==> src/hdl/efwd_pkg.sv <==
// Package for the earliest-free worker dispatch block.
// Holds the request and response payload types and the shared constants.
// No dependencies.
`default_nettype none
package efwd_pkg;

   localparam int WORKERS_DEFAULT = 16;
   localparam int TIME_W          = 48;
   localparam int DUR_W           = 32;
   localparam int ACTIVE_W        = 5;
   localparam int WORKER_W        = 4;

   localparam logic [ACTIVE_W-1:0] ACTIVE_RESET = ACTIVE_W'(16);
   localparam logic [TIME_W-1:0]   TIME_MAX     = {TIME_W{1'b1}};

   typedef struct packed {
      logic [DUR_W-1:0] duration;
      logic             new_batch;
   } req_type;

   typedef struct packed {
      logic [WORKER_W-1:0] worker;
      logic [TIME_W-1:0]   start_time;
      logic                saturated;
   } rsp_type;

endpackage
`default_nettype wire

==> src/hdl/efwd_cell.sv <==
// One worker cell of the dispatch chain: holds the worker's free time and
// forwards the running earliest-free candidate to its neighbor.
// Depends on efwd_pkg.
`default_nettype none
module efwd_cell #(
   parameter int WORKERS = efwd_pkg::WORKERS_DEFAULT,
   parameter int INDEX   = 0,
   parameter int IW      = (WORKERS > 1) ? $clog2(WORKERS) : 1
) (
   input  wire logic                          clock,
   input  wire logic                          reset,
   input  wire logic [efwd_pkg::ACTIVE_W-1:0] active_workers,
   input  wire logic                          tok_in_valid,
   input  wire logic [IW-1:0]                 tok_in_idx,
   input  wire logic [efwd_pkg::TIME_W-1:0]   tok_in_time,
   output logic                               tok_out_valid,
   output logic [IW-1:0]                      tok_out_idx,
   output logic [efwd_pkg::TIME_W-1:0]        tok_out_time,
   input  wire logic                          clear,
   input  wire logic                          wr_en,
   input  wire logic [IW-1:0]                 wr_idx,
   input  wire logic [efwd_pkg::TIME_W-1:0]   wr_time
);
   import efwd_pkg::*;

   localparam logic [IW-1:0]       MY_IDX    = IW'(INDEX);
   localparam bit                  IN_RANGE  = (INDEX < (1 << ACTIVE_W));
   localparam logic [ACTIVE_W-1:0] MY_IDX_AW = ACTIVE_W'(INDEX);

   logic [TIME_W-1:0] free_ff, free_in;
   logic              valid_ff, valid_in;
   logic [IW-1:0]     idx_ff, idx_in;
   logic [TIME_W-1:0] time_ff, time_in;
   logic              active;
   logic              take;

   always_comb begin
      active = (INDEX == 0) || (IN_RANGE && (MY_IDX_AW < active_workers));
      take   = active && ((INDEX == 0) || (free_ff < tok_in_time));

      free_in = free_ff;
      if (clear) begin
         free_in = '0;
      end else if (wr_en && (wr_idx == MY_IDX)) begin
         free_in = wr_time;
      end

      valid_in = tok_in_valid;
      idx_in   = take ? MY_IDX : tok_in_idx;
      time_in  = take ? free_ff : tok_in_time;
   end

   always_ff @(posedge clock) begin
      if (reset) begin
         free_ff  <= '0;
         valid_ff <= 1'b0;
      end else begin
         free_ff  <= free_in;
         valid_ff <= valid_in;
      end
      idx_ff  <= idx_in;
      time_ff <= time_in;
   end

   assign tok_out_valid = valid_ff;
   assign tok_out_idx   = idx_ff;
   assign tok_out_time  = time_ff;

endmodule
`default_nettype wire

==> src/hdl/earliest_free_worker_dispatch_top.sv <==
// Top level of the earliest-free worker dispatch block.
// Builds the chain of efwd_cell worker cells and the dispatch control.
// Depends on efwd_pkg and efwd_cell.
//
// A job is taken when start is high and busy is low. After the transfer the
// candidate is registered and walks the chain one worker cell per cycle
// comparing free times; at the end of the chain the duration is added, and
// the winner's new free time is written back and the result registered at
// the same edge. busy stays high until that edge, so the next job can be
// taken at the edge that ends the result cycle. The result appears on
// rsp_payload for exactly one cycle with rsp_valid high; the receiver
// cannot stall it. The worker count register takes a write whenever
// csr_valid is high (csr_ready is always high) and must only be written
// while busy is low.
`default_nettype none
module earliest_free_worker_dispatch_top #(
   parameter int WORKERS = efwd_pkg::WORKERS_DEFAULT
) (
   input  wire logic                          clock,
   input  wire logic                          reset,
   input  wire logic                          start,
   output logic                               busy,
   input  wire efwd_pkg::req_type             req_payload,
   output logic                               rsp_valid,
   output efwd_pkg::rsp_type                  rsp_payload,
   input  wire logic                          csr_valid,
   output logic                               csr_ready,
   input  wire logic [efwd_pkg::ACTIVE_W-1:0] csr_data
);
   import efwd_pkg::*;

   localparam int IW = (WORKERS > 1) ? $clog2(WORKERS) : 1;

   logic                busy_ff, busy_in;
   logic                launch_ff, launch_in;
   logic [DUR_W-1:0]    dur_ff, dur_in;
   logic [ACTIVE_W-1:0] active_ff, active_in;
   logic                rsp_valid_ff, rsp_valid_in;
   rsp_type             rsp_ff, rsp_in;

   logic                accept;
   logic                clear;
   logic                finish;
   logic [TIME_W:0]     sum;
   logic [TIME_W-1:0]   new_time;
   logic [WORKER_W-1:0] worker_out;

   logic              tok_valid [WORKERS+1];
   logic [IW-1:0]     tok_idx   [WORKERS+1];
   logic [TIME_W-1:0] tok_time  [WORKERS+1];

   assign tok_valid[0] = launch_ff;
   assign tok_idx[0]   = '0;
   assign tok_time[0]  = '0;

   for (genvar g = 0; g < WORKERS; g++) begin : g_cell
      efwd_cell #(
         .WORKERS (WORKERS),
         .INDEX   (g),
         .IW      (IW)
      ) u_cell (
         .clock          (clock),
         .reset          (reset),
         .active_workers (active_ff),
         .tok_in_valid   (tok_valid[g]),
         .tok_in_idx     (tok_idx[g]),
         .tok_in_time    (tok_time[g]),
         .tok_out_valid  (tok_valid[g+1]),
         .tok_out_idx    (tok_idx[g+1]),
         .tok_out_time   (tok_time[g+1]),
         .clear          (clear),
         .wr_en          (finish),
         .wr_idx         (tok_idx[WORKERS]),
         .wr_time        (new_time)
      );
   end

   always_comb begin
      accept = start && !busy_ff;
      clear  = accept && req_payload.new_batch;
      finish = tok_valid[WORKERS];

      sum      = {1'b0, tok_time[WORKERS]} + (TIME_W+1)'(dur_ff);
      new_time = sum[TIME_W] ? TIME_MAX : sum[TIME_W-1:0];

      worker_out = WORKER_W'(tok_idx[WORKERS]);

      busy_in   = busy_ff;
      launch_in = accept;
      dur_in    = dur_ff;
      active_in = csr_valid ? csr_data : active_ff;
      if (accept) begin
         busy_in = 1'b1;
         dur_in  = req_payload.duration;
      end else if (finish) begin
         busy_in = 1'b0;
      end

      rsp_valid_in      = finish;
      rsp_in            = rsp_ff;
      if (finish) begin
         rsp_in.worker     = worker_out;
         rsp_in.start_time = tok_time[WORKERS];
         rsp_in.saturated  = sum[TIME_W];
      end
   end

   always_ff @(posedge clock) begin
      if (reset) begin
         busy_ff      <= 1'b0;
         launch_ff    <= 1'b0;
         active_ff    <= ACTIVE_RESET;
         rsp_valid_ff <= 1'b0;
      end else begin
         busy_ff      <= busy_in;
         launch_ff    <= launch_in;
         active_ff    <= active_in;
         rsp_valid_ff <= rsp_valid_in;
      end
      dur_ff <= dur_in;
      rsp_ff <= rsp_in;
   end

   assign busy        = busy_ff;
   assign rsp_valid   = rsp_valid_ff;
   assign rsp_payload = rsp_ff;
   assign csr_ready   = 1'b1;

   a_launch_busy : assert property (@(posedge clock) disable iff (reset)
      launch_ff |-> busy_ff)
      else $error("candidate launched while idle");

   a_finish_busy : assert property (@(posedge clock) disable iff (reset)
      finish |-> busy_ff)
      else $error("chain finished while idle");

   a_accept_busy : assert property (@(posedge clock) disable iff (reset)
      accept |=> (busy_ff && launch_ff))
      else $error("transfer did not start a dispatch");

   a_rsp_idle : assert property (@(posedge clock) disable iff (reset)
      rsp_valid_ff |-> !busy_ff)
      else $error("result issued while still busy");

endmodule
`default_nettype wire

==> config.mk <==
export PLATFORM = sky130hd
export DESIGN_NAME = earliest_free_worker_dispatch_top
export DESIGN_NICKNAME = d
export VERILOG_FILES = /design/src/hdl/efwd_pkg.sv /design/src/hdl/efwd_cell.sv /design/src/hdl/earliest_free_worker_dispatch_top.sv
export SDC_FILE = /design/constraint.sdc
export NUM_CORES = 2
export LEC_CHECK = 0
export BUFFER_PORTS_ARGS = -buffer_cell sky130_fd_sc_hd__buf_4
export CORE_UTILIZATION = 35
export CTS_CLUSTER_SIZE = 16
export DETAILED_ROUTE_END_ITERATION = 8
export PLACE_DENSITY = 0.59
export SLEW_MARGIN = 20
export SYNTH_ARGS = -nofsm -noshare
export SYNTH_HDL_FRONTEND = slang
export SYNTH_SLANG_ARGS = --single-unit
==> constraint.sdc <==
create_clock -name clock -period 3.39 [get_ports clock]
set_clock_uncertainty 0.05 [all_clocks]
set_input_delay 0.1695 -clock clock [delete_from_list [all_inputs] [get_ports clock]]
set_output_delay 0.1695 -clock clock [all_outputs]
set_load 0.005 [all_outputs]
After elaboration in Yosys (flattened, before gate mapping):

Cells that the tools add are included.

* register bits: 1705
* input port bits: 42
* output and inout bits: 56
* word-level logic and storage cells: 173

* add/subtract/negate cells: 1
* $lt $le $gt $ge: 30
* eq/ne operators: 15
* mux-type cells: 19
* reduce and logical (&&, ||, !) cells: 37

Operators by type and width (count)
* $mux 48: 16
* $lt 48x48->1: 15
* $add 48x32->49: 1
* $lt 4x5->1 const A: 8
* $logic_and 1x1->1: 33
* $eq 4x4->1 const B: 8
* $lt 3x5->1 const A: 4
* $eq 4x3->1 const B: 4
* $lt 2x5->1 const A: 2
* $eq 4x2->1 const B: 2
* $lt 1x5->1 const A: 1
* $eq 4x1->1 const B: 1
* $logic_not 4->1: 1
* $mux 1: 3
* $reduce_bool 2->1: 1
* $reduce_or 2->1: 1
* $logic_not 1->1: 1

Logic depth before layout (Yosys ltp):

* word-level depth: 4
* depth in mapped cells: 13
* depth with buffers taken out: 10

By module:

Synthesis repeated with hierarchy kept, for this count alone.

* cells, all modules: 8312
* area total of the unflattened synthesis: 78611.6 um2

By module, submodules not included
* efwd_cell at g_cell[14].u_cell ...: times used 2, cells each 489, area each 4702.0 um2
* efwd_cell at g_cell[10].u_cell: times used 1, cells each 729, area each 5645.4 um2
* earliest_free_worker_dispatch_top: times used 1, cells each 454, area each 5129.9 um2
* efwd_cell at g_cell[1].u_cell: times used 1, cells each 490, area each 4775.8 um2
* efwd_cell at g_cell[6].u_cell: times used 1, cells each 488, area each 4725.8 um2
* efwd_cell at g_cell[5].u_cell: times used 1, cells each 490, area each 4719.5 um2
* efwd_cell at g_cell[9].u_cell: times used 1, cells each 488, area each 4710.8 um2
* efwd_cell at g_cell[15].u_cell: times used 1, cells each 486, area each 4685.7 um2
* efwd_cell at g_cell[11].u_cell: times used 1, cells each 491, area each 4644.5 um2
* efwd_cell at g_cell[7].u_cell: times used 1, cells each 491, area each 4643.2 um2
* efwd_cell at g_cell[12].u_cell: times used 1, cells each 489, area each 4549.4 um2
* efwd_cell at g_cell[13].u_cell: times used 1, cells each 490, area each 4543.1 um2
* efwd_cell at g_cell[2].u_cell: times used 1, cells each 493, area each 4529.3 um2
* efwd_cell at g_cell[4].u_cell: times used 1, cells each 489, area each 4524.3 um2
* 2 more rows

Worst setup path after synthesis:

No wires, ideal clock.

* kind: flip-flop to flip-flop
* from: reg busy_ff (netlist: busy)
* to: reg g_cell[0].u_cell.free_ff[42]
* setup time: 0.128 ns
* arrival time: 3.268 ns
* required time: 3.212 ns
* path slack: -0.056 ns
* stages on the path, launching flop included: 8
* path buffers: 4
* clock period less this slack: 3.446 ns
* path through: dfxtp_1 nor2b_1 a21o_1 clkbuf_1 clkbuf_1 clkbuf_1 clkbuf_1 nor2_1

* cells in the longest elaborated chain, start to end: 4

RTL lines
* start: declaration: RTL line earliest_free_worker_dispatch_top.sv:34 `logic busy_ff, busy_in;`
* start signal: assignment: RTL line earliest_free_worker_dispatch_top.sv:115 `busy_ff <= busy_in;`
* $logic_not 1->1: RTL line earliest_free_worker_dispatch_top.sv:79 `accept = start && !busy_ff;`
* $logic_and 1x1->1: RTL line earliest_free_worker_dispatch_top.sv:79
* named net accept: RTL line earliest_free_worker_dispatch_top.sv:41 `logic accept;`
* $logic_and 1x1->1: RTL line earliest_free_worker_dispatch_top.sv:80 `clear = accept && req_payload.new_batch;`
* $reduce_or 2->1 (no line)
* end signal: assignment: RTL line efwd_cell.sv:58 `free_ff <= free_in;`
* end: declaration: RTL line efwd_cell.sv:30 `logic [TIME_W-1:0] free_ff, free_in;`

The timed path passes the listed nets, and every way through them passes these cells.
A chain may end at the register's enable or synchronous reset.

Worst setup path in the final report:

* from: reg dur_ff[0]
* to: reg g_cell[6].u_cell.free_ff[25]

* cells in the longest elaborated chain, start to end: 2

RTL lines
* start: declaration: RTL line earliest_free_worker_dispatch_top.sv:36 `logic [DUR_W-1:0] dur_ff, dur_in;`
* start signal: assignment: RTL line earliest_free_worker_dispatch_top.sv:120 `dur_ff <= dur_in;`
* $add 48x32->49: RTL line earliest_free_worker_dispatch_top.sv:83 `sum = {1'b0, tok_time[WORKERS]} + (TIME_W+1)'(dur_ff);`
* $mux 48: RTL line earliest_free_worker_dispatch_top.sv:84 `new_time = sum[TIME_W] ? TIME_MAX : sum[TIME_W-1:0];`
* end signal: assignment: RTL line efwd_cell.sv:58
* end: declaration: RTL line efwd_cell.sv:30

No other way between the ends.

==> results.md <==
* Status: finished clean
* NetSw at 8540 uW
* Register area at 0.0348 mm^2
* Maximum vdd drop at 0.000525 V
* Dpl hpwl at 132 mm
* Comb pwr share at 2.3%
* Synth Instances at 7455
* Clock power frac at 47.0%
* I/O Buffers at 96
* H-tree depth at 4
* PD cells at 451 mW/mm^2
* Syn. warnings at 0
* Synth Area in Simple Gates at 8.04%
* CP arrival at 3.91 ns
* Synth Area in Adders at 12.4%
* Area leader, netlist: dfxtp_1
* Die ar. at 0.214 mm^2
* Die span in y at 463 um
* Tmin final at 3.31 ns
* Synth unique cells at 79
* Crit path max fanout at 16
* DR iter-0 viols at 2888
* # fillers at 20.0k
* DRC viols at 0
* Mapped Area at 0.0744 mm^2
* Worst-Margin Slew at 1.03 ns
* Mux share of post-synthesis cell area at 11.0%
* Final hold violation count at 0
* Final #Nets at 8536
* Switch share at 21.5%
* Synthesized Nets at 8235
* Post-synth top area share at 43.3%
* Synth Area in XOR/XNOR at 0.318%
* Main area contributors after synthesis: dfxtp_1 43%, ha_1 12%, mux2_2 11%
* Vias in the first global route at 54.4k
* Area grow syn2layout at 18.2%
* Rel. slew slack at 29.4%
* Synthesized area per cell at 9.97 um^2
* Yosys reg bits at 1694
* IO Count at 98
* Die W at 463 um
* Final WL at 184 mm
* Final Max Slew Viols at 0
* CTS clk-pin slew, worst paths at 0.06 ns
* EDFF count, synth at 85
* Pwr Total at 39600 uW
* Core Area at 0.210 mm^2
* Main flop type after synthesis: dfxtp_1
* Max-cap violations at 0
* Synth Area in Compound Gates at 15.6%
* Ratio of cells with drive above 1 in the final layout at 19.5%
* Int Power at 31100 uW
* Multi-input gate area at 0.0359 mm^2
* Post-DRT Antenna Nets at 0
* CTS Root Cell: clkbuf_16
* Main combinational cell family by area after synthesis: compound AO/OA/AOI/OAI gates
* GRT overflow at 0
* DRT Pass-1 Iters at 5
* Seq pwr share at 50.7%
* Finished Layout Cells at 10.7k
* RSZ-0062 raised after global routing: yes
* Clock tree sinks at 1694
* Clk_lat worst skew at 0.81 ns
* Crit. End Element: register
* Worst path slowest cell: edfxtp_1
* Global-route wire length before repair at 292 mm
* Fin crit share at 97.6%
* Setup Viol. Count Final at 0
* Worst path max stage delay at 0.42 ns
* Req. time, crit path at 4.00 ns
* CP startpoint kind: register
* Worst min-delay path class: in -> reg
* Largest net degree at the start of global routing at 115
* Initial Util at 35.3%
* Sequential share of the synthesized area at 46.8%
* Post-synth ARST share at 0%
* Post-synth top cells: 1609 x dfxtp_1, 737 x ha_1, 733 x inv_1, 722 x mux2_2, 591 x a21oi_1
* Placed cells at 10.3k
* Post-place setup slack at -0.226 ns
* CTS tree: done
* DR WL/cell at 17.2 um
* Routability cong. at 0.866
* Rows at 168
* GRT Total Usage at 16.7%
* Setup WS post-layout at 0.0816 ns
* Fin Hold WS at 0.0642 ns
* Worst setup path category: reg -> reg
* Initial antenna violation count at 0
* Static Leakage at 0.0359 uW
* Drt via density at 5.04
* Clock Path Buffers at 3
* Fmax at 302 MHz
* Cell breakdown of the critical path: ha_4 > fa_2 > a211oi_2 > o21ai_1 > buf_4 > o2111a_2 > o21ai_2 > buf_6 > and2_4 > buf_6 > nor2_4 > buf_4 > a21oi_2 > buf_12 > a21oi_1
* Num CTS Buffers at 174
* Top-count cell post-synth: dfxtp_1
* Vias at 53.9k
==> final timing paths <==
check	slack (ns)	end	depth (start not counted)	start
worst min register to register	0.29	g_cell[0].u_cell.tok_out_time[29]$_DFF_P_	0	g_cell[0].u_cell.free_ff[29]$_SDFFE_PP0P_
worst min-delay path	0.06	dur_ff[0]$_DFFE_PP_	2	req_payload[1]
worst max register to register	0.08	g_cell[6].u_cell.free_ff[25]$_SDFFE_PP0P_	15	dur_ff[0]$_DFFE_PP_
worst max-delay path	0.08	g_cell[6].u_cell.free_ff[25]$_SDFFE_PP0P_	15	dur_ff[0]$_DFFE_PP_
==> critical path: cells and delay by family, from the launching register on <==
kind                       cells  cell delay (ns)
AOI/OAI and AO/OA              6             1.09
adders and majority gates      2             0.55
buffers and inverters          5             0.82
DFF                            1             0.42
and+or+nand+nor                2             0.21
==> stage by stage <==
| step | TNS, ns | utilization, % | cell area (um^2) |
|---|---|---|---|
| after floorplan | 0 | - | 74400 |
| after global placement | -42.23 | 38.4 | 80900 |
| after detailed placement | -92.85 | 38.4 | 80900 |
| after CTS | 0 | 41.6 | 87500 |
| after global routing | -0.0218 | 41.8 | 87900 |
| final | 0 | 41.8 | 87900 |
==> cell type report <==
cell class                 instances  share of cell area (%)
clock inverter                    43                   0.394
tap                             2805                    3.99
inverter                         734                    3.13
antenna                            2                 0.00569
sequential                      1694                    39.6
timing repair buffer             508                    6.13
clock buffer                     264                    5.95
multi-input combinational       4644                    40.8
==> sequential cells by signal, indices dropped and copies added, names as in the netlist <==
signal / cells
active_ff: 5
busy: 1
dur_ff: 32
g_cell.u_cell.free_ff: 768
g_cell.u_cell.tok_out_idx: 49
g_cell.u_cell.tok_out_time: 768
g_cell.u_cell.tok_out_valid: 16
launch_ff: 1
rsp_payload: 53
rsp_valid: 1
==> kinds of logic after synthesis <==
| logic type | after synthesis |
|---|---|
| mux | 729 |
| flops | 1694 |
| simple gates | 1296 |
| compound gates | 1852 |
| other cells | 1 |
| xor+xnor | 27 |
| fa+ha+maj | 738 |
| buf+inv | 1118 |
==> layout by cell type (no fill, tap or decap), drive strengths merged, types with 37 or more instances in the layout <==
cell / synthesis / final
dfxtp: 1609 / 1609
inv: 733 / 739
ha: 737 / 737
mux2: 725 / 725
a21oi: 596 / 596
nor2: 589 / 590
o21ai: 445 / 445
buf: 92 / 425
a211oi: 351 / 351
clkbuf: 292 / 270
nand2: 261 / 261
a21o: 167 / 167
nand4: 130 / 130
edfxtp: 85 / 85
dlygate4sd3: 0 / 76
nor2b: 60 / 60
nor3: 49 / 49
a32o: 48 / 48
nand3: 45 / 45
o211ai: 44 / 44
nand2b: 37 / 37
clkinv: 1 / 37
==> metal layers <==
| layer | up-vias | track usage [%] | routed length [um] |
|---|---|---|---|
| li1 | 26900 | - | - |
| met5 | - | 0 | 0 |
| met2 | 975 | 29.2 | 89000 |
| met3 | 349 | 2.26 | 6470 |
| met1 | 25600 | 20.6 | 82200 |
| met4 | 0 | 6.41 | 6510 |
==> power groups by stage <==
stage,clock network (uW),logic [uW],registers [uW]
finish,18600,907,20100
floorplan,0,384,20500
detailed placement,0,820,20500
global route,19900,963,20100
CTS,19200,899,20100
global placement,0,817,20500
==> what timing repair did <==
item | in CTS | in global routing
cloned | 5 | 8
hold buffers | 76 | 0
endpoints found under the hold margin | 105 | 0
pin swaps | 15 | 21
endpoints found under the setup margin | 864 | 295
resized for setup | 25 | 58
buffers inserted | 7 | 6
No activity file was read; power rests on OpenSTA's default activity.
